### src/rtl/bdq_pkg.sv
// ----------------------------------------------------------------------------
// bdq_pkg
// Shared types and codes for the bounded deque with delete by value.
// ----------------------------------------------------------------------------
package bdq_pkg;

  localparam int DEPTH_DEFAULT = 64;
  localparam int VALUE_W       = 32;

  // Command codes
  localparam logic [3:0] ACT_ADD_FRONT  = 4'd0;
  localparam logic [3:0] ACT_ADD_BACK   = 4'd1;
  localparam logic [3:0] ACT_REM_FRONT  = 4'd2;
  localparam logic [3:0] ACT_REM_BACK   = 4'd3;
  localparam logic [3:0] ACT_REM_VALUE  = 4'd4;
  localparam logic [3:0] ACT_READ_ALL   = 4'd5;
  localparam logic [3:0] ACT_READ_FIRST = 4'd6;
  localparam logic [3:0] ACT_READ_LAST  = 4'd7;
  localparam logic [3:0] ACT_CLEAR      = 4'd8;

  // Result status codes
  localparam logic [1:0] STATUS_DATA  = 2'd0;
  localparam logic [1:0] STATUS_EMPTY = 2'd1;
  localparam logic [1:0] STATUS_FULL  = 2'd2;

  typedef struct packed {
    logic [3:0]                 action;
    logic signed [VALUE_W-1:0]  value;
    logic [6:0]                 count;
  } in_t;

  typedef struct packed {
    logic signed [VALUE_W-1:0]  item_value;
    logic [1:0]                 status;
    logic                       last;
  } out_t;

endpackage

### src/rtl/bounded_deque_with_value_delete.sv
// ----------------------------------------------------------------------------
// bounded_deque_with_value_delete
// Bounded deque of signed 32-bit entries in a circular RAM, with readouts
// and removal of every copy of a value.
// ----------------------------------------------------------------------------
//  channel | handshake               | payload
//  --------+-------------------------+---------------------------------------
//  input   | in_valid / in_ready     | in_data  : action, value, count
//  output  | out_valid / out_ready   | out_data : item_value, status, last
//
//  Add, remove front/back and clear update the deque when accepted; full and
//  empty reports are registered. Readout issues one RAM read per cycle while
//  the output is not stalled. Remove value walks the entries with the read
//  port while the write port compacts the survivors.
//  The block takes a new item only when idle and the output register is free.
//  Reset (rst, synchronous) empties the deque; RAM contents are not cleared.
// ----------------------------------------------------------------------------
module bounded_deque_with_value_delete #(
  parameter int DEPTH = bdq_pkg::DEPTH_DEFAULT
) (
  input  logic          clk,
  input  logic          rst,
  input  logic          in_valid,
  output logic          in_ready,
  input  bdq_pkg::in_t  in_data,
  output logic          out_valid,
  input  logic          out_ready,
  output bdq_pkg::out_t out_data
);

  localparam int AW = $clog2(DEPTH);
  localparam int CW = $clog2(DEPTH + 1);
  localparam int SW = CW + 1;

  localparam logic [1:0] ST_IDLE   = 2'd0;
  localparam logic [1:0] ST_READ   = 2'd1;
  localparam logic [1:0] ST_DELETE = 2'd2;

  logic [1:0]                         state;
  logic [AW-1:0]                      front_idx;
  logic [CW-1:0]                      entry_cnt;
  logic [AW-1:0]                      rd_ptr;
  logic [AW-1:0]                      wr_ptr;
  logic [CW-1:0]                      issue_left;
  logic [CW-1:0]                      load_left;
  logic [CW-1:0]                      kept;
  logic                               pending;
  logic signed [bdq_pkg::VALUE_W-1:0] match_val;

  logic                               can_load;
  logic                               accept;
  logic                               full;
  logic                               issue;
  logic                               keep;
  logic [AW-1:0]                      front_dec;
  logic [AW-1:0]                      back_slot;
  logic [CW-1:0]                      read_n;
  logic [AW-1:0]                      read_start;

  logic                               ram_wr_en;
  logic [AW-1:0]                      ram_wr_addr;
  logic [bdq_pkg::VALUE_W-1:0]        ram_wr_data;
  logic [bdq_pkg::VALUE_W-1:0]        ram_rd_data;

  function automatic logic [AW-1:0] slot_of(input logic [AW-1:0] base,
                                            input logic [CW-1:0] pos);
    logic [SW-1:0] sum;
    sum = SW'(base) + SW'(pos);
    if (sum >= SW'(DEPTH)) begin
      sum = sum - SW'(DEPTH);
    end
    return sum[AW-1:0];
  endfunction

  function automatic logic [AW-1:0] ptr_inc(input logic [AW-1:0] p);
    return (p == AW'(DEPTH - 1)) ? '0 : p + 1'b1;
  endfunction

  assign can_load  = !out_valid || out_ready;
  assign in_ready  = (state == ST_IDLE) && can_load;
  assign accept    = in_valid && in_ready;
  assign full      = (entry_cnt == CW'(DEPTH));
  assign front_dec = (front_idx == '0) ? AW'(DEPTH - 1) : front_idx - 1'b1;
  assign back_slot = slot_of(front_idx, entry_cnt);
  assign keep      = pending && (ram_rd_data != match_val);

  always_comb begin
    if (in_data.action == bdq_pkg::ACT_READ_ALL) begin
      read_n = entry_cnt;
    end else if (in_data.count > 7'(entry_cnt)) begin
      read_n = entry_cnt;
    end else begin
      read_n = in_data.count[CW-1:0];
    end
  end

  assign read_start = (in_data.action == bdq_pkg::ACT_READ_LAST) ?
                      slot_of(front_idx, entry_cnt - read_n) : front_idx;

  // a read slot frees up when the previous data is loaded this cycle
  always_comb begin
    issue = 1'b0;
    if (state == ST_READ) begin
      issue = (issue_left != '0) && (!pending || can_load);
    end else if (state == ST_DELETE) begin
      issue = (issue_left != '0);
    end
  end

  always_comb begin
    ram_wr_en   = 1'b0;
    ram_wr_addr = wr_ptr;
    ram_wr_data = ram_rd_data;
    if (state == ST_DELETE) begin
      ram_wr_en = keep;
    end else if (accept && !full &&
                 (in_data.action == bdq_pkg::ACT_ADD_FRONT ||
                  in_data.action == bdq_pkg::ACT_ADD_BACK)) begin
      ram_wr_en   = 1'b1;
      ram_wr_addr = (in_data.action == bdq_pkg::ACT_ADD_FRONT) ? front_dec : back_slot;
      ram_wr_data = in_data.value;
    end
  end

  bdq_ram #(
    .WIDTH (bdq_pkg::VALUE_W),
    .DEPTH (DEPTH)
  ) u_ram (
    .clk     (clk),
    .wr_en   (ram_wr_en),
    .wr_addr (ram_wr_addr),
    .wr_data (ram_wr_data),
    .rd_en   (issue),
    .rd_addr (rd_ptr),
    .rd_data (ram_rd_data)
  );

  always_ff @(posedge clk) begin
    if (rst) begin
      state     <= ST_IDLE;
      front_idx <= '0;
      entry_cnt <= '0;
      pending   <= 1'b0;
      out_valid <= 1'b0;
    end else begin
      if (out_ready) begin
        out_valid <= 1'b0;
      end
      unique case (state)
        ST_IDLE: begin
          if (accept) begin
            unique case (in_data.action)
              bdq_pkg::ACT_ADD_FRONT, bdq_pkg::ACT_ADD_BACK: begin
                if (full) begin
                  out_valid           <= 1'b1;
                  out_data.item_value <= '0;
                  out_data.status     <= bdq_pkg::STATUS_FULL;
                  out_data.last       <= 1'b1;
                end else begin
                  entry_cnt <= entry_cnt + 1'b1;
                  if (in_data.action == bdq_pkg::ACT_ADD_FRONT) begin
                    front_idx <= front_dec;
                  end
                end
              end
              bdq_pkg::ACT_REM_FRONT: begin
                if (entry_cnt != '0) begin
                  front_idx <= ptr_inc(front_idx);
                  entry_cnt <= entry_cnt - 1'b1;
                end
              end
              bdq_pkg::ACT_REM_BACK: begin
                if (entry_cnt != '0) begin
                  entry_cnt <= entry_cnt - 1'b1;
                end
              end
              bdq_pkg::ACT_REM_VALUE: begin
                if (entry_cnt != '0) begin
                  state      <= ST_DELETE;
                  rd_ptr     <= front_idx;
                  wr_ptr     <= front_idx;
                  issue_left <= entry_cnt;
                  kept       <= '0;
                  match_val  <= in_data.value;
                  pending    <= 1'b0;
                end
              end
              bdq_pkg::ACT_READ_ALL, bdq_pkg::ACT_READ_FIRST,
              bdq_pkg::ACT_READ_LAST: begin
                if (read_n == '0) begin
                  out_valid           <= 1'b1;
                  out_data.item_value <= '0;
                  out_data.status     <= bdq_pkg::STATUS_EMPTY;
                  out_data.last       <= 1'b1;
                end else begin
                  state      <= ST_READ;
                  rd_ptr     <= read_start;
                  issue_left <= read_n;
                  load_left  <= read_n;
                  pending    <= 1'b0;
                end
              end
              bdq_pkg::ACT_CLEAR: begin
                entry_cnt <= '0;
                front_idx <= '0;
              end
              default: begin
                // unused codes: drop the item
              end
            endcase
          end
        end
        ST_READ: begin
          if (issue) begin
            rd_ptr     <= ptr_inc(rd_ptr);
            issue_left <= issue_left - 1'b1;
          end
          pending <= issue || (pending && !can_load);
          if (pending && can_load) begin
            out_valid           <= 1'b1;
            out_data.item_value <= ram_rd_data;
            out_data.status     <= bdq_pkg::STATUS_DATA;
            out_data.last       <= (load_left == CW'(1));
            load_left           <= load_left - 1'b1;
            if (load_left == CW'(1)) begin
              state <= ST_IDLE;
            end
          end
        end
        ST_DELETE: begin
          if (issue) begin
            rd_ptr     <= ptr_inc(rd_ptr);
            issue_left <= issue_left - 1'b1;
          end
          pending <= issue;
          if (keep) begin
            wr_ptr <= ptr_inc(wr_ptr);
            kept   <= kept + 1'b1;
          end
          // last compare: commit the compacted length
          if (pending && issue_left == '0) begin
            entry_cnt <= kept + CW'(keep);
            state     <= ST_IDLE;
          end
        end
        default: begin
          state <= ST_IDLE;
        end
      endcase
    end
  end

  // Assertions

  a_cnt_bound: assert property (@(posedge clk) disable iff (rst)
    entry_cnt <= CW'(DEPTH))
    else $error("entry count above depth");

  a_reset_empty: assert property (@(posedge clk)
    rst |=> (state == ST_IDLE && entry_cnt == '0 && !out_valid))
    else $error("deque not empty after reset");

  a_status_fields: assert property (@(posedge clk) disable iff (rst)
    (out_valid && out_data.status != bdq_pkg::STATUS_DATA) |->
      (out_data.last && out_data.item_value == '0))
    else $error("status result without last mark or with nonzero value");

  a_read_balance: assert property (@(posedge clk) disable iff (rst)
    (state == ST_READ) |-> (issue_left + CW'(pending) == load_left))
    else $error("readout reads and loads out of step");

  a_kept_bound: assert property (@(posedge clk) disable iff (rst)
    (state == ST_DELETE) |-> (kept <= entry_cnt))
    else $error("compaction kept more entries than stored");

endmodule

### src/rtl/bdq_ram.sv
// ----------------------------------------------------------------------------
// bdq_ram
// Generic simple dual-port RAM: one write port, one registered read port.
// ----------------------------------------------------------------------------
module bdq_ram #(
  parameter int WIDTH = 32,
  parameter int DEPTH = 64
) (
  input  logic                     clk,
  input  logic                     wr_en,
  input  logic [$clog2(DEPTH)-1:0] wr_addr,
  input  logic [WIDTH-1:0]         wr_data,
  input  logic                     rd_en,
  input  logic [$clog2(DEPTH)-1:0] rd_addr,
  output logic [WIDTH-1:0]         rd_data
);

  logic [WIDTH-1:0] mem [DEPTH];

  always_ff @(posedge clk) begin
    if (wr_en) begin
      mem[wr_addr] <= wr_data;
    end
    // hold read data until the next read
    if (rd_en) begin
      rd_data <= mem[rd_addr];
    end
  end

endmodule
### config.mk
export PLATFORM = sky130hd
export DESIGN_NAME = bounded_deque_with_value_delete
export DESIGN_NICKNAME = d
export VERILOG_FILES = /design/src/rtl/bdq_pkg.sv /design/src/rtl/bounded_deque_with_value_delete.sv /design/src/rtl/bdq_ram.sv
export SDC_FILE = /design/constraint.sdc
export NUM_CORES = 2
export LEC_CHECK = 0
export CAP_MARGIN = 0
export CORE_AREA = 3 3 403 405
export CTS_CLUSTER_DIAMETER = 100
export DETAILED_ROUTE_END_ITERATION = 6
export DIE_AREA = 0 0 406 408
export DONT_BUFFER_PORTS = 1
export PLACE_DENSITY = 0.73
export REMOVE_ABC_BUFFERS = 1
export SYNTH_ARGS = -nofsm -noshare
export SYNTH_HDL_FRONTEND = slang
export SYNTH_SLANG_ARGS = --single-unit
### constraint.sdc
create_clock -name clk -period 5.1 [get_ports clk]
set_clock_uncertainty 0.1 [all_clocks]
set_input_delay 1.02 -clock clk [delete_from_list [all_inputs] [get_ports clk]]
set_output_delay 1.02 -clock clk [all_outputs]
set_load 0.02 [all_outputs]
==> Word level (Yosys, flattened, before mapping) <==
Memories as Yosys holds them, arrays and structs flattened. A register that Yosys moved wholly into a read port is not among the register bits.
Cells that the tools add are included.
{ "totals": {"reg_bits": 117, "ram_bits": 2048, "input_bits": 47, "memories": 1} }
{ "mem_list": {"columns": ["name", "depth", "width", "read_ports", "rd_clocked_by_memory_dff", "wr", "line_no", "rtl"], "rows": [
  ["u_ram.mem", 64, 32, 1, 1, 1, "bdq_ram.sv:18", "logic [WIDTH-1:0] mem [DEPTH];"]
]} }
{ "op_classes": {"n_addsub": 15, "order_cmp": 3, "n_eq_ne": 38, "mux": 81, "bitwise": 1, "n_reduce_logical": 42} }
{ "op_table": {"columns": ["cell", "n"], "rows": [
  ["2-to-1 mux 35 bit", 4],
  ["one-hot mux 35 bit (2 select lines)", 2],
  ["2-to-1 mux 6 bit", 20],
  ["2-to-1 mux 7 bit", 17],
  ["one-hot mux 7 bit (2 select lines)", 5],
  ["2-to-1 mux 32 bit", 2],
  ["one-hot mux 6 bit (2 select lines)", 3],
  ["!= test 32 bit", 1],
  ["AND reduction 6 bit", 4],
  ["one-hot mux 7 bit (3 select lines)", 1],
  ["AND reduction 7 bit", 3],
  ["subtractor 7 x 1 -> 7 bit (second input constant)", 3],
  ["adder 6 x 1 -> 6 bit (second input constant)", 3],
  ["equality test 6 bit (second input constant)", 3],
  ["one-hot mux 6 bit (3 select lines)", 1],
  ["subtractor 6 x 1 -> 6 bit (second input constant)", 3],
  ["adder 6 x 7 -> 8 bit", 2],
  ["equality test 4 x 3 -> 1 bit (second input constant)", 4],
  ["greater-or-equal comparator 8 x 7 -> 1 bit (second input constant)", 2],
  ["!= test 3 bit (second input constant)", 5],
  ["adder 7 x 1 -> 7 bit (second input constant)", 2],
  ["zero test 7 bit", 2],
  ["2-to-1 mux 1 bit", 14],
  ["!= test 2 x 1 -> 1 bit (second input constant)", 7],
  ["other kinds (32)", 67]
]} }

==> Depth between registers and ports, before layout <==
{ "depth": {"depth_word": 12, "mapped_depth": 21} }

==> Modules after synthesis <==
A second synthesis with hierarchy kept.
{ "unflattened": {"hier_cells": 4230, "hier_area_um2": 86899.6} }
{ "modules_own_cells": {"columns": ["module", "n_inst", "cells_per_inst", "area_each_um2"], "rows": [
  ["bdq_ram", 1, 3511, 79359.9],
  ["bounded_deque_with_value_delete", 1, 719, 7539.7]
]} }

==> Worst setup path after synthesis <==
No wires, ideal clock.
{ "synth_timing": {"kind": "input port to flip-flop", "startpoint": "input port out_ready", "endpoint": "register issue_left[0], enable pin", "t_arrival_ns": 4.688, "setup_slack_ns": -0.075, "stages": 4, "path_buffers": 0, "cell_sequence": "nor2b_1 > a311oi_1 > o21ai_0 > a21oi_1"} }
{ "synth_between": {"elab_chain_len": 6, "elab_cells_between_ends": 9, "classes_between": "2 x eq/ne; 1 x mux; 6 x reduce/logical"} }
{ "synth_lines": {"columns": ["item", "line_no", "rtl"], "rows": [
  ["from (decl)", "bounded_deque_with_value_delete.sv:27", "input logic out_ready,"],
  ["logical OR 1 bit", "bounded_deque_with_value_delete.sv:79", "assign can_load = !out_valid || out_ready;"],
  ["logical OR 1 bit", "bounded_deque_with_value_delete.sv:104", "issue = (issue_left != '0) && (!pending || can_load);"],
  ["logical AND 1 bit", "bounded_deque_with_value_delete.sv:104", null],
  ["2-to-1 mux 1 bit", "bounded_deque_with_value_delete.sv:103", "if (state == ST_READ) begin"],
  ["net issue", "bounded_deque_with_value_delete.sv:53", "logic issue;"],
  ["!= test 2 x 1 -> 1 bit (no source line)", null, null],
  ["AND reduction 7 bit (no source line)", null, null],
  ["to (signal assigned)", "bounded_deque_with_value_delete.sv:182", "issue_left <= entry_cnt;"],
  ["to (signal assigned)", "bounded_deque_with_value_delete.sv:198", "issue_left <= read_n;"],
  ["to (signal assigned)", "bounded_deque_with_value_delete.sv:216", "issue_left <= issue_left - 1'b1;"],
  ["to (decl)", "bounded_deque_with_value_delete.sv:44", "logic [CW-1:0] issue_left;"]
]} }
The timed path passes the listed nets, and every way through them passes these cells.
A chain may end at the register's enable or synchronous reset.

==> Worst setup path after layout <==
{ "layout_timing": {"startpoint": "register entry_cnt[5]", "endpoint": "register rd_ptr[5], data pin"} }
{ "layout_between": {"elab_chain_len": 12, "elab_cells_between_ends": 13, "classes_between": "3 x add/sub; 2 x order compare; 8 x mux"} }
{ "layout_lines": {"columns": ["item", "line_no", "rtl"], "rows": [
  ["from (decl)", "bounded_deque_with_value_delete.sv:41", "logic [CW-1:0] entry_cnt;"],
  ["from (signal assigned)", "bounded_deque_with_value_delete.sv:160", "entry_cnt <= entry_cnt + 1'b1;"],
  ["from (signal assigned)", "bounded_deque_with_value_delete.sv:169", "entry_cnt <= entry_cnt - 1'b1;"],
  ["from (signal assigned)", "bounded_deque_with_value_delete.sv:174", "entry_cnt <= entry_cnt - 1'b1;"],
  ["greater-than comparator 7 bit", "bounded_deque_with_value_delete.sv:90", "end else if (in_data.count > 7'(entry_cnt)) begin"],
  ["2-to-1 mux 7 bit", "bounded_deque_with_value_delete.sv:90", null],
  ["2-to-1 mux 7 bit", "bounded_deque_with_value_delete.sv:88", "if (in_data.action == bdq_pkg::ACT_READ_ALL) begin"],
  ["subtractor 7 bit (*)", "bounded_deque_with_value_delete.sv:98", "slot_of(front_idx, entry_cnt - read_n) : front_idx;"],
  ["adder 6 x 7 -> 8 bit (*)", "bounded_deque_with_value_delete.sv:68", "sum = SW'(base) + SW'(pos);"],
  ["greater-or-equal comparator 8 x 7 -> 1 bit or subtractor 6 x 1 -> 6 bit (tied branches)", "bounded_deque_with_value_delete.sv:69, bounded_deque_with_value_delete.sv:70", null],
  ["2-to-1 mux 6 bit (*)", "bounded_deque_with_value_delete.sv:69", "if (sum >= SW'(DEPTH)) begin"],
  ["2-to-1 mux 6 bit (*)", "bounded_deque_with_value_delete.sv:97", "assign read_start = (in_data.action == bdq_pkg::ACT_READ_LAST) ?"],
  ["2-to-1 mux 6 bit (*)", "bounded_deque_with_value_delete.sv:190", "if (read_n == '0) begin"],
  ["one-hot mux 6 bit (2 select lines) (*)", "bounded_deque_with_value_delete.sv:152", "unique case (in_data.action)"],
  ["2-to-1 mux 6 bit (*)", "bounded_deque_with_value_delete.sv:151", "if (accept) begin"],
  ["one-hot mux 6 bit (2 select lines) (*)", "bounded_deque_with_value_delete.sv:149", "unique case (state)"],
  ["to (signal assigned)", "bounded_deque_with_value_delete.sv:180", "rd_ptr <= front_idx;"],
  ["to (signal assigned)", "bounded_deque_with_value_delete.sv:197", "rd_ptr <= read_start;"],
  ["to (signal assigned)", "bounded_deque_with_value_delete.sv:215", "rd_ptr <= ptr_inc(rd_ptr);"],
  ["to (decl)", "bounded_deque_with_value_delete.sv:42", "logic [AW-1:0] rd_ptr;"]
]} }
Every way passes the cells marked *; elsewhere a longest branch is shown, timed or not. The select of a mux whose other input is x is not followed.

==> run metrics <==
Worst-path clk slew 0.07 ns; # port buffers 0; prevailing post-synth register cell edfxtp_1; First DRT Iteration DRCs 6,720; fin. max-slew vios 0; Worst Hold Class in -> reg; total of max-cap violations 0; EDFF count, synth 2,180; RD Place Congestion 0.950; Pwr Total 0.0373 W; Critical Path Sink rd_ptr[5]; Post-Route WL 229,000 µm; synthesized flop and latch total 2,197; maximum clock insertion buffer count 3; largest net degree at the start of global routing 121; DR vias/cell 6.66; CP arrival 5.36 ns; Async SR Flop Fraction 0%; reg-to-reg endpoint rd_ptr[5]; LEAKAGE 32.0 nW; Psw 0.00840 W; FF-to-FF path depth 20; Clock Sinks 2,197; share of post-route cells with drive strength above 1 19.3%; Vias 46.9k; combinational share of power 7.5%; Overflow after GRT 0; R2R setup slack 0.33 ns; Sw Ratio 22.5%; yosys synthesis warning count 0; first-pass GRT wire length 329,000 µm; Tcrit/Tclk final 93.6%; Area growth, synth to finish 12.8%; startpoint types flip-flop; Post-DRT Antenna Nets 0; drt pass-1 iters 6; unrepaired setup endpoints after global routing no; num ports 84; maximum clock rate 0.210 GHz; number of nets in the layout 4,894; post-DR wirelength/cell 32.5 µm; Critical Path Source entry_cnt[5]; total CTS buffers 202; post-synthesis cell type count 76; post-DP HPWL 136,000 µm; Seq pwr share 54.2%; final hold vios 0; fraction of power consumed by the clock network 38.3%; row cnt 146; Pint 0.0289 W; vias in the first global route 46.2k; Max VDD drop 0.277 mV; worst hold path depth 0; crit end category flip-flop; Die ar. 0.166 mm²; root buf cell clkbuf_16; Core ar. 0.159 mm²; Post-Syn Instances 4,601; min Tclk post-route 4.77 ns; die span in x 406 µm; Avg Inst Size Synth 19.0 µm²; status complete, no violations; # DRC 0; Setup-failing EPs final 0; CTS tree built; H-tree depth 4; kind of critical path reg -> reg; total track usage 27.8%; register area share after synthesis 75.5%; Power per Cell Area 379 mW/mm²; Post-Syn Area 0.0872 mm²; Fillers 10.7k; initial antenna violation count 26; Max-Slew Margin vs Limit 19.3%; TNS Setup 0 ns; Clock Latency Late Sink 0.84 ns; starting density of the core 54.9%; Worst Path Max Fanout 5; # hold bufs at CTS 0; WP data required 5.69 ns; slew at the pin with the worst max-slew slack 1.21 ns; Worst R2R Start entry_cnt[5]; Die H 408 µm
[layer usage]
metal / track usage [%] / wire length [µm] / vias up / share of wire (%)
li1: - / - / 19400 / -
met1: 37.6 / 83500 / 24300 / 36
met2: 41.7 / 105000 / 2787 / 46
met3: 8.71 / 29500 / 507 / 13
met4: 12.3 / 11100 / 10 / 4.8
met5: 0 / 75 / - / 0.033
[Yosys cell counts (5+ instances only)]
cell type  instances  area, µm²
and2_1            41        257
nand2b_1           5       31.3
buf_1             25       93.8
buf_2             84        420
nor2_1           117        439
o21ai_0           43        215
inv_1             35        131
or3_1             10       62.6
xor2_1            52        455
a21oi_1          159        796
dfxtp_1           17        340
and3_1             5       31.3
o221ai_1         244       2140
o22ai_1          133        832
xnor2_1           23        201
ha_1              42        526
a211oi_1          21        158
mux4_2           303       6820
nor2b_1            5       31.3
o21a_1             5       37.5
mux2i_1          500       5000
nor3_1            17       85.1
a211o_1            6       52.6
clkbuf_1         144        541
nand2_1          252        946
edfxtp_1        2180      65500
nor4_1            12       75.1
nand3_1           23        115
nand3_2            8       80.1
a21o_1             7       52.6
[cells by family after synthesis]
family	share of synthesized area, %
AOI/OAI and AO/OA	5.35
DFF	75.5
muxes	13.6
adders and majority gates	0.694
and+or+nand+nor	2.69
buffers and inverters	1.43
xor gates and xnor gates	0.753
[through the flow]
step / instance area (µm²) / setup slack, ns / cells / util (%) / hold WS [ns]
after floorplan: 86100 / -23.83 / 4342 / - / 0.418
after global placement: 92200 / -0.273 / 6669 / 58.1 / 0.377
after detailed placement: 92200 / -0.244 / 6669 / 58.1 / 0.374
after CTS: 98300 / 0.282 / 7033 / 61.9 / 0.0983
after global routing: 98300 / 0.0240 / 7033 / 62.0 / 0.129
final: 98400 / 0.329 / 7049 / 62.0 / 0.170
[cell usage in the layout (no fill, tap or decap), types with 10 or more instances in the layout]
cell	n
nor3_1	17
and2_1	41
xnor2_1	23
mux4_2	303
ha_1	41
xor2_1	52
nor2_1	52
nor2_4	65
mux2i_1	500
nand3_1	23
o221ai_1	244
buf_12	73
diode_2	16
o22ai_1	133
clkinv_1	55
buf_4	182
nand2_1	219
nand2_2	32
o21ai_0	42
or3_1	10
inv_1	35
clkinv_2	31
clkbuf_16	205
a211oi_1	21
dfxtp_1	17
a21oi_1	158
nor4_1	12
edfxtp_1	2180
clkbuf_1	44
[repair_timing]
action,4_1_cts,5_1_grt
setup buffers,0,0
endpoints found under the setup margin,0,1
gates resized for setup,0,2
[state kept, by name (all words and copies together), names as in the netlist, 6 cells and up]
| register | flops |
|---|---|
| u_ram.rd_data | 32 |
| rd_ptr | 6 |
| front_idx | 6 |
| load_left | 7 |
| match_val | 32 |
| u_ram.mem | 2048 |
| kept | 7 |
| entry_cnt | 7 |
| issue_left | 7 |
| out_data | 35 |
| wr_ptr | 6 |
[worst min path at each step]
stage / start / to / slack [ns]
6_report: in_data[24] / match_val[17] / 0.17
5_1_grt: rst / front_idx[5] / 0.13
4_1_cts: rst / entry_cnt[4] / 0.1
3_5_place_dp: entry_cnt[2] / entry_cnt[2] / 0.37
3_3_place_gp: entry_cnt[2] / entry_cnt[2] / 0.38
2_1_floorplan: entry_cnt[3] / entry_cnt[3] / 0.42
[area by class of cell]
cell class / instances / area, µm² / share of cell area [%]
diodes: 16 / 40.0 / 0.0407
repair buffers: 255 / 2830 / 2.87
clock inverters: 115 / 895 / 0.909
inverters: 37 / 144 / 0.146
clock buffers: 249 / 5300 / 5.38
flip-flops and latches: 2197 / 65800 / 66.9
well taps: 2072 / 2590 / 2.64
multi-input cells: 2108 / 20800 / 21.1
[power groups by stage]
stage | clock network [W] | logic, W | registers [W]
floorplan | 0 | 0.00225 | 0.0208
global placement | 0 | 0.00269 | 0.0206
detailed placement | 0 | 0.00274 | 0.0206
CTS | 0.0144 | 0.00275 | 0.0202
global route | 0.0151 | 0.00294 | 0.0202
finish | 0.0143 | 0.00279 | 0.0202
[worst max-delay path, cell delays in order (launching register included)]
cell and delay (ns):
dfxtp_1 0.33, inv_1 0.12, ha_1 0.32, nand4_1 0.16, o22ai_1 0.25, nand2_1 0.10
o21ai_0 0.28, ha_1 0.24, inv_1 0.06, fa_1 0.41, a21o_1 0.18, a21oi_1 0.20
xnor2_1 0.16, ha_1 0.27, buf_4 0.15, nor3_1 0.20, a221oi_1 0.09, and4_1 0.23
a211o_1 0.28, a2111oi_0 0.33, nand3b_1 0.16
(Power assumes the default switching activity.)
